**config.mk**
```make
export PLATFORM = sky130hd
export DESIGN_NAME = fully_assoc_tlb_lru_unit_flat
export DESIGN_NICKNAME = d
export VERILOG_FILES = /design/src/design/fatlb_pkg.sv /design/src/design/fatlb_req_if.sv /design/src/design/fatlb_rsp_if.sv /design/src/design/fatlb_cell.sv /design/src/design/fully_assoc_tlb_lru_unit.sv /design/src/flat_wrapper.sv
export SDC_FILE = /design/constraint.sdc
export NUM_CORES = 2
export LEC_CHECK = 0
export ABC_AREA = 1
export BUFFER_PORTS_ARGS = -buffer_cell sky130_fd_sc_hd__buf_2
export CAP_MARGIN = 0
export CELL_PAD_IN_SITES_DETAIL_PLACEMENT = 2
export CELL_PAD_IN_SITES_GLOBAL_PLACEMENT = 2
export CORE_MARGIN = 3
export CORE_UTILIZATION = 46
export DETAILED_ROUTE_END_ITERATION = 8
export PLACE_DENSITY = 0.94
export SLEW_MARGIN = 20
export SYNTH_ARGS = -nofsm -noshare
export SYNTH_HDL_FRONTEND = slang
export SYNTH_SLANG_ARGS = --single-unit
```
**constraint.sdc**
```tcl
create_clock -name clk -period 7.3 [get_ports clk]
set_input_delay 0.73 -clock clk [delete_from_list [all_inputs] [get_ports clk]]
set_output_delay 0.73 -clock clk [all_outputs]
set_load 0.02 [all_outputs]
```
**src/design/fatlb_pkg.sv**
```systemverilog
package fatlb_pkg;

  localparam int ENTRIES_DEF = 16;
  localparam int VPN_W       = 32;
  localparam int PPN_W       = 32;
  localparam int STAMP_W     = 24;
  localparam int SLOT_W      = 8;

  localparam logic OP_LOOKUP = 1'b0;
  localparam logic OP_FILL   = 1'b1;

  typedef enum logic [1:0] {
    ST_IDLE,
    ST_WALK,
    ST_DONE
  } state_t;

  // Item fields broadcast to every cell while a walk is in flight.
  typedef struct packed {
    logic               op;
    logic [VPN_W-1:0]   vpn;
    logic [PPN_W-1:0]   new_ppn;
    logic [STAMP_W-1:0] cycle;
  } item_t;

  // Running result handed from one cell to the next.
  typedef struct packed {
    logic               found;
    logic               have_inv;
    logic               have_best;
    logic [STAMP_W-1:0] best_stamp;
    logic [SLOT_W-1:0]  idx;
    logic [PPN_W-1:0]   ppn;
  } acc_t;

  // Update broadcast to the cells when an item completes.
  typedef struct packed {
    logic               en;
    logic               fill;
    logic [SLOT_W-1:0]  idx;
    logic [VPN_W-1:0]   tag;
    logic [PPN_W-1:0]   ppn;
    logic [STAMP_W-1:0] stamp;
  } wr_t;

endpackage

```
**src/design/fatlb_req_if.sv**
```systemverilog
interface fatlb_req_if;
  logic                           valid;
  logic                           ready;
  logic                           op;
  logic [fatlb_pkg::VPN_W-1:0]    vpn;
  logic [fatlb_pkg::PPN_W-1:0]    new_ppn;
  logic [fatlb_pkg::STAMP_W-1:0]  cycle;

  modport source (output valid, output op, output vpn, output new_ppn, output cycle,
                  input ready);
  modport sink (input valid, input op, input vpn, input new_ppn, input cycle,
                output ready);
endinterface

```
**src/design/fatlb_rsp_if.sv**
```systemverilog
interface fatlb_rsp_if;
  logic                          valid;
  logic                          ready;
  logic                          hit;
  logic [fatlb_pkg::PPN_W-1:0]   ppn;
  logic [fatlb_pkg::SLOT_W-1:0]  slot;

  modport source (output valid, output hit, output ppn, output slot, input ready);
  modport sink (input valid, input hit, input ppn, input slot, output ready);
endinterface

```
**src/design/fatlb_cell.sv**
```systemverilog
module fatlb_cell #(
  parameter int CELL_IDX = 0
) (
  input  logic             clk,
  input  logic             rst,
  input  fatlb_pkg::item_t item,
  input  fatlb_pkg::wr_t   wr,
  input  logic             tok_in,
  input  fatlb_pkg::acc_t  acc_in,
  output logic             tok_out,
  output fatlb_pkg::acc_t  acc_out
);

  localparam logic [fatlb_pkg::SLOT_W-1:0] MY_IDX = fatlb_pkg::SLOT_W'(CELL_IDX);

  logic                             valid;
  logic [fatlb_pkg::VPN_W-1:0]      tag;
  logic [fatlb_pkg::PPN_W-1:0]      ppn;
  logic [fatlb_pkg::STAMP_W-1:0]    stamp;
  fatlb_pkg::acc_t                  acc_next;
  logic                             wr_hit;

  assign wr_hit = wr.en && (wr.idx == MY_IDX);

  always_comb begin
    acc_next = acc_in;
    if (item.op == fatlb_pkg::OP_LOOKUP) begin
      if (!acc_in.found && valid && (tag == item.vpn)) begin
        acc_next.found = 1'b1;
        acc_next.idx   = MY_IDX;
        acc_next.ppn   = ppn;
      end
    end else begin
      // Once an empty entry is seen it is the victim; otherwise keep the oldest.
      if (!acc_in.have_inv) begin
        if (!valid) begin
          acc_next.have_inv = 1'b1;
          acc_next.idx      = MY_IDX;
        end else if (!acc_in.have_best || (stamp < acc_in.best_stamp)) begin
          acc_next.have_best  = 1'b1;
          acc_next.best_stamp = stamp;
          acc_next.idx        = MY_IDX;
        end
      end
    end
  end

  always_ff @(posedge clk) begin
    if (rst) begin
      valid   <= 1'b0;
      stamp   <= '0;
      tok_out <= 1'b0;
    end else begin
      tok_out <= tok_in;
      if (wr_hit) begin
        stamp <= wr.stamp;
        if (wr.fill) begin
          valid <= 1'b1;
        end
      end
    end
  end

  always_ff @(posedge clk) begin
    if (wr_hit && wr.fill) begin
      tag <= wr.tag;
      ppn <= wr.ppn;
    end
    if (tok_in) begin
      acc_out <= acc_next;
    end
  end

endmodule

```
**src/design/fully_assoc_tlb_lru_unit.sv**
```systemverilog
// The accepted request is registered, then the search token walks the row of cells one entry
// per cycle; the chosen entry is updated as the result is loaded, once the output register is
// free. A new request is accepted only after the current item has finished.
// A request can be accepted while the previous response still waits to be taken.
// Reset: synchronous; all entries become invalid with zero stamps, no result pending.
module fully_assoc_tlb_lru_unit #(
  parameter int ENTRIES = fatlb_pkg::ENTRIES_DEF
) (
  input logic           clk,
  input logic           rst,
  fatlb_req_if.sink     req,
  fatlb_rsp_if.source   rsp
);

  fatlb_pkg::state_t              state;
  fatlb_pkg::state_t              state_next;
  fatlb_pkg::item_t               item;
  fatlb_pkg::wr_t                 wr;
  fatlb_pkg::acc_t                acc_chain [ENTRIES+1];
  logic [ENTRIES:0]               tok_chain;
  logic                           start;
  logic                           accept;
  logic                           finish;
  logic                           out_free;
  logic                           out_valid;
  logic                           out_hit;
  logic [fatlb_pkg::PPN_W-1:0]    out_ppn;
  logic [fatlb_pkg::SLOT_W-1:0]   out_slot;
  fatlb_pkg::acc_t                res;

  assign req.ready = (state == fatlb_pkg::ST_IDLE);
  assign accept    = req.valid && req.ready;
  assign out_free  = !out_valid || rsp.ready;
  assign res       = acc_chain[ENTRIES];

  assign acc_chain[0] = '0;
  assign tok_chain[0] = start;

  for (genvar i = 0; i < ENTRIES; i++) begin : g_cell
    fatlb_cell #(
      .CELL_IDX (i)
    ) u_cell (
      .clk     (clk),
      .rst     (rst),
      .item    (item),
      .wr      (wr),
      .tok_in  (tok_chain[i]),
      .acc_in  (acc_chain[i]),
      .tok_out (tok_chain[i+1]),
      .acc_out (acc_chain[i+1])
    );
  end

  always_ff @(posedge clk) begin
    if (rst) begin
      state <= fatlb_pkg::ST_IDLE;
      start <= 1'b0;
    end else begin
      state <= state_next;
      start <= accept;
    end
  end

  always_ff @(posedge clk) begin
    if (accept) begin
      item.op      <= req.op;
      item.vpn     <= req.vpn;
      item.new_ppn <= req.new_ppn;
      item.cycle   <= req.cycle;
    end
  end

  always_comb begin
    state_next = state;
    finish     = 1'b0;
    case (state)
      fatlb_pkg::ST_IDLE: begin
        if (accept) begin
          state_next = fatlb_pkg::ST_WALK;
        end
      end
      fatlb_pkg::ST_WALK: begin
        if (tok_chain[ENTRIES]) begin
          if (out_free) begin
            finish     = 1'b1;
            state_next = fatlb_pkg::ST_IDLE;
          end else begin
            state_next = fatlb_pkg::ST_DONE;
          end
        end
      end
      fatlb_pkg::ST_DONE: begin
        if (out_free) begin
          finish     = 1'b1;
          state_next = fatlb_pkg::ST_IDLE;
        end
      end
      default: begin
        state_next = fatlb_pkg::ST_IDLE;
      end
    endcase
  end

  // A lookup hit refreshes the stamp; a fill rewrites the whole victim entry.
  always_comb begin
    wr.en    = finish && ((item.op == fatlb_pkg::OP_FILL) || res.found);
    wr.fill  = (item.op == fatlb_pkg::OP_FILL);
    wr.idx   = res.idx;
    wr.tag   = item.vpn;
    wr.ppn   = item.new_ppn;
    wr.stamp = item.cycle;
  end

  always_ff @(posedge clk) begin
    if (rst) begin
      out_valid <= 1'b0;
    end else if (finish) begin
      out_valid <= 1'b1;
    end else if (rsp.ready) begin
      out_valid <= 1'b0;
    end
  end

  always_ff @(posedge clk) begin
    if (finish) begin
      if (item.op == fatlb_pkg::OP_FILL) begin
        out_hit  <= 1'b0;
        out_ppn  <= item.new_ppn;
        out_slot <= res.idx;
      end else if (res.found) begin
        out_hit  <= 1'b1;
        out_ppn  <= res.ppn;
        out_slot <= res.idx;
      end else begin
        out_hit  <= 1'b0;
        out_ppn  <= '0;
        out_slot <= '0;
      end
    end
  end

  assign rsp.valid = out_valid;
  assign rsp.hit   = out_hit;
  assign rsp.ppn   = out_ppn;
  assign rsp.slot  = out_slot;

  a_tok_single : assert property (@(posedge clk) disable iff (rst)
    $onehot0(tok_chain))
    else $error("more than one search token in the cell row");

  a_start_walk : assert property (@(posedge clk) disable iff (rst)
    accept |=> tok_chain[0] && (state == fatlb_pkg::ST_WALK))
    else $error("accepted beat did not launch a search");

  a_wr_on_finish : assert property (@(posedge clk) disable iff (rst)
    wr.en |-> out_free && (state != fatlb_pkg::ST_IDLE))
    else $error("entry update outside of result hand-off");

  a_rsp_source : assert property (@(posedge clk) disable iff (rst)
    $rose(out_valid) |-> $past(tok_chain[ENTRIES]) || $past(state == fatlb_pkg::ST_DONE))
    else $error("response raised without a completed search");

endmodule

```
**src/flat_wrapper.sv**
```systemverilog
// flat-port wrapper written by rule: the top's interface ports become plain ports
module fully_assoc_tlb_lru_unit_flat 
#(
  parameter int ENTRIES = fatlb_pkg::ENTRIES_DEF
)
  (clk, rst, req_valid, req_op, req_vpn, req_new_ppn, req_cycle, req_ready, rsp_valid, rsp_hit, rsp_ppn, rsp_slot, rsp_ready);
  fatlb_req_if req_i ();
  fatlb_rsp_if rsp_i ();
  input logic clk;
  input logic rst;
  input wire logic [$bits(req_i.valid)-1:0] req_valid;
  input wire logic [$bits(req_i.op)-1:0] req_op;
  input wire logic [$bits(req_i.vpn)-1:0] req_vpn;
  input wire logic [$bits(req_i.new_ppn)-1:0] req_new_ppn;
  input wire logic [$bits(req_i.cycle)-1:0] req_cycle;
  output wire logic [$bits(req_i.ready)-1:0] req_ready;
  output wire logic [$bits(rsp_i.valid)-1:0] rsp_valid;
  output wire logic [$bits(rsp_i.hit)-1:0] rsp_hit;
  output wire logic [$bits(rsp_i.ppn)-1:0] rsp_ppn;
  output wire logic [$bits(rsp_i.slot)-1:0] rsp_slot;
  input wire logic [$bits(rsp_i.ready)-1:0] rsp_ready;
  assign req_i.valid = req_valid;
  assign req_i.op = req_op;
  assign req_i.vpn = req_vpn;
  assign req_i.new_ppn = req_new_ppn;
  assign req_i.cycle = req_cycle;
  assign req_ready = req_i.ready;
  assign rsp_valid = rsp_i.valid;
  assign rsp_hit = rsp_i.hit;
  assign rsp_ppn = rsp_i.ppn;
  assign rsp_slot = rsp_i.slot;
  assign rsp_i.ready = rsp_ready;
  fully_assoc_tlb_lru_unit #(.ENTRIES(ENTRIES)) u_core (.clk(clk), .rst(rst), .req(req_i), .rsp(rsp_i));
endmodule
```
==> reports/results.tsv, run 1 <==
stage	metric	value	unit
place	gp_congestion	0.849	
synth	synth.most_common_cell	nand2_1	
synth	synth_area	109000	um^2
synth	ys_seq_area_share	66.0	%
synth	synthCells	10242	
synth	ys_top_cells_by_area	edfxtp_1 (58%), nand2_1 (12%), dfxtp_1 (7.7%), ha_1 (4.0%), nand3_1 (2.7%)	
die	die_width	493	um
synth	syn_avg_cell_area	10.6	um^2
die	fp.dieH	493	um
place	hpwl	327000	um
status	haltStage	3_5_place_dp	
synth	synth-edff-count	2117	
synth	ys_ff_latch	2537	
die	start_util	46.3	%
synth	synth_cell_types	48	
status	status	stopped before the end	
synth	synth_largest_area_cell	edfxtp_1	
synth	synthTopCellsByCount	nand2_1 (3,546), edfxtp_1 (2,117), inv_1 (706)	
place	io_buffers	131	
synth	ys_async_sr_fraction	0	%
synth	synth_top_area_share	58.3	%
status	error	[ERROR DPL-0033] detailed placement checks failed during check placement.	
die	io_pins	136	
synth	ys.flop_type	edfxtp_1	
die	rows	178	
synth	yosysWarnings	0	
-- kinds of logic after synthesis --
family	count (synthesis)	synth area share, %
XOR/XNOR	250	2.01
flip-flops	2537	66.0
adder cells (fa/ha/maj)	348	3.99
buffers and inverters	1208	4.69
AND/OR/NAND/NOR	4969	18.6
other	1	0.00344
AO/OA/AOI/OAI	929	4.71
-- metrics by stage --
stage / area, um^2 / cells / hold slack, ns
2_1_floorplan: 109000 / 10245 / 0.438
3_3_place_gp: 113000 / 13216 / 0.404
==> run 2, diff against run 1 <==
CELL_PAD_IN_SITES_DETAIL_PLACEMENT = default   (was 2)
CELL_PAD_IN_SITES_GLOBAL_PLACEMENT = default   (was 2)
CORE_UTILIZATION = 40   (was 46)
PLACE_DENSITY = default   (was 0.94)
PLACE_DENSITY_LB_ADDON = 0.15   (was default)
==> run 2 against run 1 <==
The flow now finishes without violations. Synthesized cell count unchanged. Synthesized area unchanged.
==> reports/results.tsv, run 2 <==
stage	metric	value	unit	change
pwr	intPower	0.0242	W	
critical_path	r2r_start	u_core.state[1]$_SDFFE_PP0P_		
finish	layout_common_cells	nand2_1 (3,542), edfxtp_1 (2,117), inv_1 (687)		
critical_path	cp-end-kind	flip-flop		
pwr	p_per_area	252	nW/um^2	
grt	grt_remaining_overflow	0		
grt	antenna_found_initial	6		
critical_path	cp_cell_sequence	inv_1 -> ha_1 -> nand3_1 -> inv_2 -> nand3_1 -> nor2_2 -> buf_4 -> nand2_1 -> inv_2 -> buf_4		
finish	reg.largest.list	u_core.g_cell.u_cell.acc_out x967, u_core.g_cell.u_cell.ppn x512, u_core.g_cell.u_cell.tag x512		
finish	drive_gt1_share	8.22	%	
finish	syn_to_final_growth	12.9	%	
route	drtIter0Drc	6100		
die	io_pins	136		unchanged
pwr	clockPowerShare	45.1	%	
timing	period_needed	4.85	ns	
finish	final_area	123000	um^2	
finish	largest_register_ffs	967		
critical_path	worst_path_largest_cell_delay	0.86	ns	
route	first_pass_iters	8		
critical_path	ff2ff_path_depth	10		
place	io_buffers	131		unchanged
synth	syn_avg_cell_area	10.6	um^2	unchanged
grt	grt_pass1_wl	451000	um	
pwr	swShare	22.0	%	
clock_network	cts_sinks	2537		
route	via_per_inst	5.08		
pwr	power_frac_comb	3.6	%	
pwr	leakagePower	47.8	nW	
grt	grt_pass1_vias	70907		
clock_network	numCtsBuffers	288		
status	status	finished clean		
route	wl	301000	um	
finish	largest-register	u_core.g_cell.u_cell.acc_out		
synth	synthTopCellsByCount	nand2_1 (3,546), edfxtp_1 (2,117), inv_1 (706)		
pwr	p_seq_share	51.3	%	
hold_path	hold_path_class	input port to flip-flop		
timing	setup_violations	0		
timing	worst_pin_slew	1.10	ns	
synth	synth_top_area_share	58.3	%	unchanged
die	start_util	40.2	%	-6.0 points
die	die_area	279000	um^2	
critical_path	crit_buf_inv	5		
synth	synthCells	10242		unchanged
timing	final_hold_viol_count	0		
route	ant_nets	0		
hold_path	whs_path_depth	1		
critical_path	path_delay_family	buffers and inverters		
route	dr_total_vias	72427		
clock_network	post_cts_resized	0		
synth	ys_async_sr_fraction	0	%	unchanged
critical_path	crit_cells	10		
pwr	ir_worst_vdd	0.215	mV	
route	routedWlPerCell	21.1	um	
timing	fmax	206	MHz	
critical_path	critPathKind	flip-flop to flip-flop		
synth	ys_top_cells_by_area	edfxtp_1 (58%), nand2_1 (12%), dfxtp_1 (7.7%), ha_1 (4.0%), nand3_1 (2.7%)		
clock_network	cts.clk_slew.worst_paths	0.06	ns	
synth	synth_largest_area_cell	edfxtp_1		
die	die_width	528	um	+7.1%
timing	rsz0062_at_grt	false		
place	hpwl	191000	um	-42%
die	fp.dieH	528	um	+7.1%
critical_path	worstPathArrival	5.39	ns	
synth	synth-edff-count	2117		unchanged
timing	maxSlewHeadroom	26.6	%	
flow_run	max_cap_viol_count	0		
finish	register_area	72000	um^2	
timing	fin_crit_sh	66.4	%	
timing	finalMaxSlewViolations	0		
finish	fillers	25143		
critical_path	critPathLaunchType	flip-flop		
critical_path	worst_path_max_delay_cell	inv_2		
route	drc	0		
synth	ys_seq_area_share	66.0	%	unchanged
die	rows	191		+7.3%
clock_network	clock_path_buffers	4		
clock_network	tritoncts	done		
critical_path	path_max_fanout	39		
clock_network	cts-root-buf	clkbuf_16		
clock_network	clkLatencyLatePin	0.88	ns	
pwr	p_sw	0.00683	W	
pwr	power	0.0310	W	
place	dpl-instance-area	113000	um^2	
finish	multi_input_area	32000	um^2	
timing	clock_skew	0.0692	ns	
synth	synth_cell_types	48		unchanged
synth	synth.most_common_cell	nand2_1		
clock_network	cts_htree_levels	5		
synth	yosysWarnings	0		unchanged
grt	grt_util_all_layers	21.2	%	
synth	synth_area	109000	um^2	unchanged
place	gp_congestion	0.865		+1.9%
timing	tns	0	ns	
hold_path	hold_start	req_vpn[7]		
finish	mostFrequentLayoutCell	nand2_1		
critical_path	startpoint	u_core.state[1]$_SDFFE_PP0P_		
critical_path	cp.required	7.84	ns	
finish	num-nets-final	10891		
grt	grt_max_degree	141		
die	core	271000	um^2	
synth	ys.flop_type	edfxtp_1		
synth	ys_ff_latch	2537		unchanged
==> run 2: timing repair <==
action / 4_1_cts / 5_1_grt
setup buffers: 0 / 0
hold buffers: 83 / 0
hold endpoints to repair: 83 / 0
==> run 2: power groups by stage <==
stage | registers (W) | logic, W | clock network [W]
2_1_floorplan | 0.0162 | 0.000535 | 0
3_3_place_gp | 0.0162 | 0.00109 | 0
3_5_place_dp | 0.0162 | 0.00110 | 0
4_1_cts | 0.0159 | 0.00113 | 0.0144
5_1_grt | 0.0159 | 0.00121 | 0.0149
6_report | 0.0159 | 0.00113 | 0.0140
==> run 2: cell families after synthesis <==
logic type / share of synthesized area [%]
AOI/OAI and AO/OA: 4.71
buffers and inverters: 4.69
other: 0.00344
DFF: 66.0
adders and majority gates: 3.99
xor gates and xnor gates: 2.01
and+or+nand+nor: 18.6
==> run 2: cell type report <==
cell class | instances | share of cell area, %
inverters | 748 | 2.29
clock buffers | 396 | 6.45
multi-input cells | 6500 | 26.0
diodes | 3 | 0.00610
flip-flops and latches | 2537 | 58.5
clock inverters | 124 | 0.880
well taps | 3570 | 3.63
repair buffers | 375 | 2.26
==> run 2: worst reg2reg max path: stages, from the launching register on <==
cell and delay [ns]:
dfxtp_1 0.35, inv_1 0.08, ha_1 0.28, nand3_1 0.32, inv_2 0.87, nand3_1 0.56, nor2_2 0.26, buf_4 0.34
nand2_1 0.26, inv_2 0.74, buf_4 0.46
==> run 2: final timing paths <==
kind / endpoint / slack, ns
hold reg to reg: u_core.g_cell[0].u_cell.stamp[8]$_SDFFE_PP0P_ / 0.46
setup reg to reg: u_core.g_cell[9].u_cell.ppn[10]$_DFFE_PP_ / 2.45
setup / recovery: u_core.g_cell[9].u_cell.ppn[10]$_DFFE_PP_ / 2.45
hold / removal: u_core.item[63]$_DFFE_PP_ / 0.06
==> run 2: metal layers <==
layer | vias up | track usage [%] | part of all wire [%]
met5 | - | 0 | 0
met4 | 0 | 6.68 | 3.2
met3 | 515 | 2.67 | 5.3
met2 | 2099 | 35.3 | 47
met1 | 34980 | 29.0 | 44
li1 | 34833 | - | -
==> run 2: metrics by stage <==
step	setup WS, ns	hold WS [ns]	utilization (%)	instances
final	2.45	0.0648	45.4	14253
after global routing	2.18	0.0325	45.4	14253
after CTS	2.35	0.000337	45.4	14247
after detailed placement	2.09	0.455	41.8	13644
after global placement	2.17	0.452	41.8	13643
after floorplan	3.13	0.438	-	10245
No activity file was read; power rests on OpenSTA's default activity.
